$ cat src/rtl/tss_pkg.sv
package tss_pkg;

	localparam int NUM_TASKS_DEF      = 8;
	localparam int RING_DEPTH_DEF     = 8;
	localparam int NUM_SEMAPHORES_DEF = 4;

	localparam int OP_W       = 3;
	localparam int MS_W       = 16;
	localparam int SEM_SEL_W  = 2;
	localparam int TASK_OUT_W = 3;
	localparam int CNT_W      = 9;
	localparam int TICK_W     = 32;
	localparam int RATE_W     = 10;
	localparam int CFG_IDX_W  = 1;
	localparam int SLEEP_W    = 16;

	localparam logic [CFG_IDX_W-1:0] CFG_TICK_RATE = 1'd0;
	localparam logic [RATE_W-1:0]    RATE_RESET    = 10'd100;
	localparam logic [CNT_W-1:0]     SEM_RESET     = 9'd1;
	localparam int                   COUNT_MAX     = 255;

	localparam int MS_PER_SEC  = 1000;
	localparam int SLEEP_MAX   = 65535;
	localparam int PROD_W      = MS_W + RATE_W;
	localparam int RECIP_SHIFT = 36;
	localparam int RECIP_W     = 27;
	localparam int QUO_W       = 17;
	localparam int RPROD_W     = PROD_W + RECIP_W;
	localparam logic [RECIP_W-1:0] RECIP_MULT =
		RECIP_W'(((64'd1 << RECIP_SHIFT) + 64'(MS_PER_SEC) - 64'd1) / 64'(MS_PER_SEC));

	typedef enum logic [OP_W-1:0] {
		OP_YIELD = 3'd0,
		OP_SLEEP = 3'd1,
		OP_SEM_P = 3'd2,
		OP_SEM_V = 3'd3,
		OP_TICK  = 3'd4
	} op_t;

	typedef struct packed {
		logic load;
		logic mul1;
		logic mul2;
		logic sleep_wr;
		logic yield_start;
		logic yield_step;
		logic yield_take;
		logic set_none;
		logic sem_dec;
		logic sem_inc;
		logic enqueue;
		logic ring_rd;
		logic wake;
		logic tick;
		logic out_load;
	} tss_cmd_t;

	typedef struct packed {
		logic is_yield;
		logic is_sleep;
		logic is_p;
		logic is_v;
		logic is_tick;
		logic sem_ok;
		logic p_ok;
		logic p_enq;
		logic v_ok;
		logic v_deq;
		logic cand_ready;
		logic cand_last;
	} tss_status_t;

endpackage

$ cat src/rtl/tss_ctrl.sv
module tss_ctrl
	import tss_pkg::*;
(
	input  logic        clk,
	input  logic        arst_n,
	input  logic        in_valid,
	output logic        in_ready,
	output logic        out_valid,
	input  logic        out_ready,
	input  tss_status_t status,
	output tss_cmd_t    cmd
);

	typedef enum logic [2:0] {
		S_IDLE,
		S_DISPATCH,
		S_MUL1,
		S_MUL2,
		S_SLEEP_WR,
		S_YIELD,
		S_WAKE,
		S_DONE
	} state_t;

	state_t state_q, state_d;
	logic   out_valid_q;

	assign in_ready  = (state_q == S_IDLE);
	assign out_valid = out_valid_q;

	always_comb begin
		cmd     = '0;
		state_d = state_q;
		case (state_q)
			S_IDLE: begin
				if (in_valid) begin
					cmd.load = 1'b1;
					state_d  = S_DISPATCH;
				end
			end
			S_DISPATCH: begin
				state_d = S_DONE;
				if (status.is_yield) begin
					cmd.yield_start = 1'b1;
					state_d         = S_YIELD;
				end else if (status.is_sleep) begin
					state_d = S_MUL1;
				end else if (status.is_p && status.sem_ok && status.p_ok) begin
					cmd.sem_dec = 1'b1;
					if (status.p_enq) begin
						cmd.enqueue     = 1'b1;
						cmd.yield_start = 1'b1;
						state_d         = S_YIELD;
					end
				end else if (status.is_v && status.sem_ok && status.v_ok) begin
					cmd.sem_inc = 1'b1;
					if (status.v_deq) begin
						cmd.ring_rd = 1'b1;
						state_d     = S_WAKE;
					end
				end else if (status.is_tick) begin
					cmd.tick = 1'b1;
				end
			end
			S_MUL1: begin
				cmd.mul1 = 1'b1;
				state_d  = S_MUL2;
			end
			S_MUL2: begin
				cmd.mul2 = 1'b1;
				state_d  = S_SLEEP_WR;
			end
			S_SLEEP_WR: begin
				cmd.sleep_wr    = 1'b1;
				cmd.yield_start = 1'b1;
				state_d         = S_YIELD;
			end
			S_YIELD: begin
				if (status.cand_ready) begin
					cmd.yield_take = 1'b1;
					state_d        = S_DONE;
				end else if (status.cand_last) begin
					cmd.set_none = 1'b1;
					state_d      = S_DONE;
				end else begin
					cmd.yield_step = 1'b1;
				end
			end
			S_WAKE: begin
				cmd.wake = 1'b1;
				state_d  = S_DONE;
			end
			S_DONE: begin
				if (!out_valid_q || out_ready) begin
					cmd.out_load = 1'b1;
					state_d      = S_IDLE;
				end
			end
			default: begin
				state_d = S_IDLE;
			end
		endcase
	end

	always_ff @(posedge clk or negedge arst_n) begin
		if (!arst_n) begin
			state_q     <= S_IDLE;
			out_valid_q <= 1'b0;
		end else begin
			state_q <= state_d;
			if (cmd.out_load) begin
				out_valid_q <= 1'b1;
			end else if (out_ready) begin
				out_valid_q <= 1'b0;
			end
		end
	end

endmodule

$ cat src/rtl/tss_dpath.sv
module tss_dpath
	import tss_pkg::*;
#(
	parameter int NUM_TASKS      = NUM_TASKS_DEF,
	parameter int RING_DEPTH     = RING_DEPTH_DEF,
	parameter int NUM_SEMAPHORES = NUM_SEMAPHORES_DEF
) (
	input  logic                    clk,
	input  logic                    arst_n,
	input  logic                    cfg_wr_en,
	input  logic [CFG_IDX_W-1:0]    cfg_index,
	input  logic [RATE_W-1:0]       cfg_data,
	input  logic [OP_W-1:0]         op,
	input  logic [MS_W-1:0]         sleep_ms,
	input  logic [SEM_SEL_W-1:0]    sem_index,
	input  tss_cmd_t                cmd,
	output tss_status_t             status,
	output logic [TASK_OUT_W-1:0]   running_task,
	output logic                    none_ready,
	output logic signed [CNT_W-1:0] sem_count,
	output logic [TICK_W-1:0]       tick_count
);

	localparam int TASK_W    = $clog2(NUM_TASKS);
	localparam int RING_W    = $clog2(RING_DEPTH);
	localparam int SEM_IDX_W = (NUM_SEMAPHORES > 1) ? $clog2(NUM_SEMAPHORES) : 1;
	localparam int RING_N    = NUM_SEMAPHORES * RING_DEPTH;
	localparam int RING_AW   = $clog2(RING_N);
	localparam logic signed [CNT_W-1:0] SEM_MIN = CNT_W'(-RING_DEPTH);
	localparam logic signed [CNT_W-1:0] SEM_MAX = CNT_W'(COUNT_MAX);

	logic [OP_W-1:0]      op_q;
	logic [MS_W-1:0]      ms_q;
	logic [SEM_SEL_W-1:0] si_q;
	logic [RATE_W-1:0]    rate_q;
	logic [PROD_W-1:0]    prod_q;
	logic [QUO_W-1:0]     quo_q;
	logic [TASK_W-1:0]    cur_q;
	logic [TASK_W-1:0]    cand_q;
	logic [TASK_W-1:0]    rd_q;
	logic                 none_q;
	logic [TICK_W-1:0]    ticks_q;

	logic [SLEEP_W-1:0]          sleep_q [NUM_TASKS];
	logic [NUM_TASKS-1:0]        wait_q;
	logic signed [CNT_W-1:0]     sem_q   [NUM_SEMAPHORES];
	logic [RING_W-1:0]           head_q  [NUM_SEMAPHORES];
	logic [RING_W-1:0]           tail_q  [NUM_SEMAPHORES];
	logic [TASK_W-1:0]           ring_mem [RING_N];

	logic [TASK_OUT_W-1:0]   running_task_q;
	logic                    none_ready_q;
	logic signed [CNT_W-1:0] sem_count_q;
	logic [TICK_W-1:0]       tick_count_q;

	logic                    sem_ok;
	logic [SEM_IDX_W-1:0]    sidx;
	logic signed [CNT_W-1:0] sem_cur;
	logic [RING_W-1:0]       head_cur;
	logic [RING_W-1:0]       tail_cur;
	logic [RING_AW-1:0]      rd_addr;
	logic [RING_AW-1:0]      wr_addr;
	logic [TASK_W-1:0]       cur_next;
	logic [TASK_W-1:0]       cand_next;
	logic [RPROD_W-1:0]      recip_prod;
	logic [SLEEP_W-1:0]      sleep_val;

	function automatic logic [RING_W-1:0] ring_inc(input logic [RING_W-1:0] p);
		ring_inc = (p == RING_W'(RING_DEPTH - 1)) ? '0 : p + 1'b1;
	endfunction

	assign sem_ok    = 32'(si_q) < NUM_SEMAPHORES;
	assign sidx      = SEM_IDX_W'(si_q);
	assign sem_cur   = sem_ok ? sem_q[sidx] : '0;
	assign head_cur  = sem_ok ? head_q[sidx] : '0;
	assign tail_cur  = sem_ok ? tail_q[sidx] : '0;
	assign rd_addr   = RING_AW'(32'(sidx) * RING_DEPTH + 32'(head_cur));
	assign wr_addr   = RING_AW'(32'(sidx) * RING_DEPTH + 32'(tail_cur));
	assign cur_next  = (cur_q == TASK_W'(NUM_TASKS - 1)) ? '0 : cur_q + 1'b1;
	assign cand_next = (cand_q == TASK_W'(NUM_TASKS - 1)) ? '0 : cand_q + 1'b1;

	assign recip_prod = RPROD_W'(prod_q) * RPROD_W'(RECIP_MULT);
	assign sleep_val  = (quo_q > QUO_W'(SLEEP_MAX)) ? SLEEP_W'(SLEEP_MAX) : quo_q[SLEEP_W-1:0];

	always_comb begin
		status            = '0;
		status.is_yield   = (op_q == OP_YIELD);
		status.is_sleep   = (op_q == OP_SLEEP);
		status.is_p       = (op_q == OP_SEM_P);
		status.is_v       = (op_q == OP_SEM_V);
		status.is_tick    = (op_q == OP_TICK);
		status.sem_ok     = sem_ok;
		status.p_ok       = sem_cur > SEM_MIN;
		status.p_enq      = sem_cur <= 0;
		status.v_ok       = sem_cur < SEM_MAX;
		status.v_deq      = sem_cur < 0;
		status.cand_ready = (sleep_q[cand_q] == '0) && !wait_q[cand_q];
		status.cand_last  = (cand_q == cur_q);
	end

	always_ff @(posedge clk) begin
		if (cmd.load) begin
			op_q <= op;
			ms_q <= sleep_ms;
			si_q <= sem_index;
		end
		if (cmd.mul1) begin
			prod_q <= PROD_W'(ms_q) * PROD_W'(rate_q);
		end
		if (cmd.mul2) begin
			quo_q <= recip_prod[RECIP_SHIFT +: QUO_W];
		end
		if (cmd.yield_start) begin
			cand_q <= cur_next;
		end else if (cmd.yield_step) begin
			cand_q <= cand_next;
		end
		if (cmd.load) begin
			none_q <= 1'b0;
		end else if (cmd.set_none) begin
			none_q <= 1'b1;
		end
		if (cmd.out_load) begin
			running_task_q <= TASK_OUT_W'(cur_q);
			none_ready_q   <= none_q;
			sem_count_q    <= sem_cur;
			tick_count_q   <= ticks_q;
		end
	end

	always_ff @(posedge clk) begin
		if (cmd.enqueue) begin
			ring_mem[wr_addr] <= cur_q;
		end
		if (cmd.ring_rd) begin
			rd_q <= ring_mem[rd_addr];
		end
	end

	always_ff @(posedge clk or negedge arst_n) begin
		if (!arst_n) begin
			rate_q  <= RATE_RESET;
			cur_q   <= '0;
			wait_q  <= '0;
			ticks_q <= '0;
			for (int i = 0; i < NUM_TASKS; i++) begin
				sleep_q[i] <= '0;
			end
			for (int s = 0; s < NUM_SEMAPHORES; s++) begin
				sem_q[s]  <= SEM_RESET;
				head_q[s] <= '0;
				tail_q[s] <= '0;
			end
		end else begin
			if (cfg_wr_en && cfg_index == CFG_TICK_RATE) begin
				rate_q <= cfg_data;
			end
			if (cmd.sleep_wr) begin
				sleep_q[cur_q] <= sleep_val;
			end
			if (cmd.tick) begin
				for (int i = 0; i < NUM_TASKS; i++) begin
					if (sleep_q[i] != '0) begin
						sleep_q[i] <= sleep_q[i] - 1'b1;
					end
				end
				ticks_q <= ticks_q + 1'b1;
			end
			if (cmd.yield_take) begin
				cur_q <= cand_q;
			end
			if (cmd.sem_dec) begin
				sem_q[sidx] <= sem_q[sidx] - CNT_W'(1);
			end
			if (cmd.sem_inc) begin
				sem_q[sidx] <= sem_q[sidx] + CNT_W'(1);
			end
			if (cmd.enqueue) begin
				wait_q[cur_q] <= 1'b1;
				tail_q[sidx]  <= ring_inc(tail_q[sidx]);
			end
			if (cmd.wake) begin
				cur_q        <= rd_q;
				wait_q[rd_q] <= 1'b0;
				head_q[sidx] <= ring_inc(head_q[sidx]);
			end
		end
	end

	assign running_task = running_task_q;
	assign none_ready   = none_ready_q;
	assign sem_count    = sem_count_q;
	assign tick_count   = tick_count_q;

endmodule

$ cat src/rtl/task_scheduler_with_semaphores.sv
// A tick, P, V or bad op goes from dispatch straight to done; a V that wakes a waiter
// passes the wake state first; a yield or blocking P runs the ready scan, and a sleep
// first passes MUL1, MUL2 and SLEEP_WR; the scan visits 1 to NUM_TASKS tasks, one per cycle.
// One item at a time; the next item is accepted once the result sits in the output register.
// Reset (arst_n low, asynchronous) clears all tasks, sets semaphores to 1 and rate to 100.
module task_scheduler_with_semaphores
	import tss_pkg::*;
#(
	parameter int NUM_TASKS      = NUM_TASKS_DEF,
	parameter int RING_DEPTH     = RING_DEPTH_DEF,
	parameter int NUM_SEMAPHORES = NUM_SEMAPHORES_DEF
) (
	input  logic                    clk,
	input  logic                    arst_n,
	input  logic                    cfg_wr_en,
	input  logic [CFG_IDX_W-1:0]    cfg_index,
	input  logic [RATE_W-1:0]       cfg_data,
	input  logic                    in_valid,
	output logic                    in_ready,
	input  logic [OP_W-1:0]         op,
	input  logic [MS_W-1:0]         sleep_ms,
	input  logic [SEM_SEL_W-1:0]    sem_index,
	output logic                    out_valid,
	input  logic                    out_ready,
	output logic [TASK_OUT_W-1:0]   running_task,
	output logic                    none_ready,
	output logic signed [CNT_W-1:0] sem_count,
	output logic [TICK_W-1:0]       tick_count
);

	tss_cmd_t    cmd;
	tss_status_t status;

	tss_ctrl u_ctrl (
		.clk       (clk),
		.arst_n    (arst_n),
		.in_valid  (in_valid),
		.in_ready  (in_ready),
		.out_valid (out_valid),
		.out_ready (out_ready),
		.status    (status),
		.cmd       (cmd)
	);

	tss_dpath #(
		.NUM_TASKS      (NUM_TASKS),
		.RING_DEPTH     (RING_DEPTH),
		.NUM_SEMAPHORES (NUM_SEMAPHORES)
	) u_dpath (
		.clk          (clk),
		.arst_n       (arst_n),
		.cfg_wr_en    (cfg_wr_en),
		.cfg_index    (cfg_index),
		.cfg_data     (cfg_data),
		.op           (op),
		.sleep_ms     (sleep_ms),
		.sem_index    (sem_index),
		.cmd          (cmd),
		.status       (status),
		.running_task (running_task),
		.none_ready   (none_ready),
		.sem_count    (sem_count),
		.tick_count   (tick_count)
	);

endmodule
$ cat config.mk
export PLATFORM = sky130hd
export DESIGN_NAME = task_scheduler_with_semaphores
export DESIGN_NICKNAME = d
export VERILOG_FILES = /design/src/rtl/tss_pkg.sv /design/src/rtl/tss_ctrl.sv /design/src/rtl/tss_dpath.sv /design/src/rtl/task_scheduler_with_semaphores.sv
export SDC_FILE = /design/constraint.sdc
export NUM_CORES = 2
export LEC_CHECK = 0
export BUFFER_PORTS_ARGS = -buffer_cell sky130_fd_sc_hd__buf_2
export CAP_MARGIN = 25
export CORE_MARGIN = 4
export CORE_UTILIZATION = 35
export CTS_BUF_LIST = sky130_fd_sc_hd__clkbuf_16
export DETAILED_ROUTE_END_ITERATION = 8
export SLEW_MARGIN = 10
export SYNTH_ARGS = -nofsm -noshare
export SYNTH_HDL_FRONTEND = slang
export SYNTH_SLANG_ARGS = --single-unit
export TNS_END_PERCENT = 100
$ cat constraint.sdc
create_clock -name clk -period 13.5 [get_ports clk]
set_clock_uncertainty 0.2 [all_clocks]
set_input_delay 1.35 -clock clk [delete_from_list [all_inputs] [get_ports clk]]
set_output_delay 1.35 -clock clk [all_outputs]
set_load 0.03 [all_outputs]
==> run summary <==
The most used flip-flop cell after synthesis is dfrtp_1. The number of vias per cell after detailed routing came out at between 5 and 6. Setup repair after global routing left no endpoint under its margin.

Counting the buffers created by CTS gives 50. The count of hold buffers inserted by post-cts repair came out at 0. Buffers added to address setup during post-CTS repair amount to 0.

The remaining antenna violation count after routing is 0. The largest total area in the synthesized netlist belongs to fa_1. In this run the critical register-to-register path is captured at u_dpath.quo_q[9]. Once detailed placement completed, the half-perimeter wirelength came to 65,500 um. The endpoint with the worst hold slack is u_dpath.none_ready. Ranked by total cell area, the synthesized netlist is headed by fa_1, edfxtp_1, dfrtp_1.

The largest individual stage delay along the critical path comes from the cell edfxtp_1. From synthesis to final layout, the design area changed by 10.3%. The maximum number of pins on one net before global-route repair is 118.

The cell sitting at the root of the clock tree is a clkbuf_16. The initial core utilization came out at 0.353. The initial antenna violation count is 1. The synthesized-area fraction occupied by ao, oa, aoi and oai cells came out at 0.101.

By count the netlist is led by inv_1, ha_1, fa_1. The detailed-route via count is between 20,000 and 25,000. The source-to-sink clock delay at the later pin of the worst-skew pair is between 0.6 and 0.7 ns. Walking the worst path, the cells encountered are inv_1, ha_1, fa_1, inv_1, fa_1, inv_1, fa_1, inv_1, fa_1, fa_1, inv_1, fa_1, inv_1, ha_1, nand3_1, nor2_1, nand4_1, or4_1, nand3_1, a41oi_1, o21ai_0, mux2i_1, nand2_1.

The proportion of netlist area held by the largest area contributor is 0.179. The worst register-to-register path has a depth of 23. After synthesis, the share of cell area in mux cells is 0.0397.

The final-report hold violation count came out at 0. At the pin with the least slew margin, the transition time is around 1.1 ns. The number of H-tree levels came out at 2. The launch instance of the worst register-to-register path is u_dpath.prod_q[15]. The count of instances resized after the clock tree is built came out at 0. After detailed routing, the wire length on met1 is 41,800 um. Of the synthesized area, sequential elements account for 0.347.

The number of primary I/O pins is between 80 and 90. The mean post-synth cell area came out at around 11 sq um. The number of design rule violations left after detail routing came out at 0. The most common cell in the synthesized netlist is inv_1.

The number of placement rows is 117. The number of I/O port buffers came out at 83. After synthesis the cells add up to 0.0360 sq mm.

The worst hold-check path type is reg2reg. The overflow left after global routing came out at 0. The worst endpoint data arrival time is about 7.2 ns. The first-pass GRT wire length is between 100,000 and 150,000 um. The floorplan step defined a die boundary enclosing around 0.11 sq mm.

The pre-antenna-repair detailed-routing pass consisted of 5 iterations. The antenna diode instance count is 0. The floorplan die height came out at approximately 330 um. In this run the most critical hold path is launched from u_dpath.none_q.

STA classifies the critical path endpoint as a flip-flop. The aggregate routed wire length came out at roughly 90,000 um. The congestion estimate from routability-driven global placement came to ~0.90. The adder-cell share of the synthesized area is 0.301.

The count of unique library cells instantiated by Yosys is between 80 and 90. By startpoint and endpoint, the worst setup path is classified as reg2reg. The initial DRC count is ~1,800.

The post-synthesis net count came out at 4,105. The routed design uses 39,800 um of met2 wire. Of the total synthesized cell area, the portion taken by XOR and XNOR cells is 0.0224. The count of final setup violators is 0.

The number of max-slew violations in the final report was 0. The setup slack of the most critical reg-to-reg path came out at 6.47 ns. After synthesis, the largest family of logic cells by area is adder cells. The number of fill cells is 9,957. The total of max-cap violations is 0. The total number of clock tree sinks came out at about 460. The worst setup path is launched from a flip-flop.

Of the total synthesized cell area, the portion taken by AND, OR, NAND and NOR gates is 0.121. Across every metal layer, demand over resource in global routing totals 0.163. The area of the core came out at between 0.1 and 0.15 sq mm.

The count of yosys warnings during synthesis came out at 0. Clock-pin slew was measured on the worst setup and hold paths at 0.06 ns. After detailed routing, no signal wire sits above met4. The worst hold path was traced through 0 stages. The clock tree buffer depth is 3. The final critical path time including I/O delays and setup came out at approximately 7 ns. On the worst path, the slowest cell contributes a delay of between 0.6 and 0.7 ns.

The share of async-settable or async-resettable flops after synthesis came out at 0.536. The synthesis-stage register bit count came out at approximately 460. For this run, the post-layout net count is 4,170. TritonCTS built the clock tree. The proportion of layout cells with a drive suffix above 1 is 0.0862.

The number of global-route vias before repair was 25,085. Of the available clock period, the critical path in the final layout requires 0.521. The largest fanout on the critical path came out at 9. The number of standard cells after synthesis came out at roughly 3,400.

The synthesized design contains roughly 210 enable-type register cells. The relative slew slack is 0.258. The final routed wire length divided by cell count is ~18 um. The final sum of negative setup slack is 0 ns. The critical path data required time is 13.64 ns. The total met3 wirelength after detailed routing came out at ~4300 um.

For this run, the top clock speed supported by timing is roughly 140 MHz. The width of the die came out at around 330 um. The flow ran to the end, and the final reports show no timing, DRC or antenna violations.
-- cell type report --
cell class,count,area (sq um),area share
flip-flops and latches,457,12500,0.315
clock inverters,42,364,0.00917
clock buffers,52,1300,0.0328
well taps,1368,1710,0.0431
multi-input cells,2295,21100,0.531
inverters,537,2020,0.0508
repair buffers,119,719,0.0181
-- through the flow --
stage                util  cells  hold WS, ns  worst slack, ns  cell area, sq um
finish              0.390   4870        0.237             6.47             39700
detailed placement  0.373   4774        0.230             6.44             38000
global placement    0.373   4773        0.212             6.61             38000
CTS                 0.389   4868        0.240             6.42             39700
global route        0.390   4870        0.249             6.07             39700
floorplan               -   3395        0.208             7.12             36000
-- state kept, by name, indices dropped and copies added (netlist names), 8 cells and up, named ones only --
register / count
u_dpath.quo_q: 17
u_dpath.ring_mem: 96
u_dpath.ms_q: 16
u_dpath.sem_q: 32
u_dpath.tick_count: 32
u_dpath.sem_count: 9
u_dpath.sleep_q: 128
u_dpath.tail_q: 12
u_dpath.wait_q: 8
u_dpath.prod_q: 26
u_dpath.head_q: 12
u_dpath.ticks_q: 32
u_dpath.rate_q: 10
-- cell families (layout without fill, tap and decap cells) --
kind of cell | Yosys count | count (layout)
simple gates | 900 | 900
fa+ha+maj | 673 | 673
buf+inv | 643 | 750
compound gates | 541 | 541
flops | 457 | 457
xor+xnor | 92 | 92
mux | 89 | 89
-- cells in the final DEF, fill, tap and decap left out, types with 30 or more instances in the layout --
cell / Yosys / routed
nand2_1: 222 / 222
o21ai_0: 72 / 72
or3_1: 35 / 35
inv_1: 536 / 547
mux4_2: 40 / 40
a21oi_1: 138 / 138
nor2_1: 260 / 260
a221oi_1: 35 / 35
and2_1: 86 / 86
buf_2: 10 / 82
o211ai_1: 30 / 30
clkbuf_16: 0 / 52
edfxtp_1: 211 / 211
nand3_1: 66 / 65
ha_1: 351 / 351
xnor2_1: 65 / 65
nor3_1: 73 / 70
buf_4: 2 / 34
dfrtp_1: 238 / 238
fa_1: 322 / 322
-- how the worst max path moves through the flow --
stage	startpoint	endpoint	slack (ns)	cells after the start
6_report	u_dpath.prod_q[15]	u_dpath.quo_q[9]	6.47	23
5_1_grt	u_dpath.prod_q[15]	u_dpath.quo_q[9]	6.07	23
4_1_cts	u_dpath.prod_q[15]	u_dpath.quo_q[9]	6.42	23
3_5_place_dp	u_dpath.prod_q[15]	u_dpath.quo_q[9]	6.44	23
3_3_place_gp	u_dpath.prod_q[15]	u_dpath.quo_q[9]	6.61	23
2_1_floorplan	u_dpath.prod_q[20]	u_dpath.quo_q[9]	7.12	21
-- worst max-delay path, delay by kind of cell, from the launching register on --
kind | cells | cell delay, ns
adders and majority gates | 8 | 3.61
DFF | 1 | 0.61
muxes | 1 | 0.22
buffers and inverters | 6 | 0.42
and+or+nand+nor | 6 | 1.11
AOI/OAI and AO/OA | 2 | 0.59
-- routing by layer --
| layer | up-vias | GRT usage |
|---|---|---|
| met1 | 12340 | 0.242 |
| li1 | 11778 | - |
| met5 | - | 0 |
| met4 | 0 | 0.0330 |
| met3 | 88 | 0.0200 |
| met2 | 564 | 0.257 |
Power is left out: the tool's default activity adds up to more than one toggle a clock period on the data nets, which glitch-free logic cannot reach.
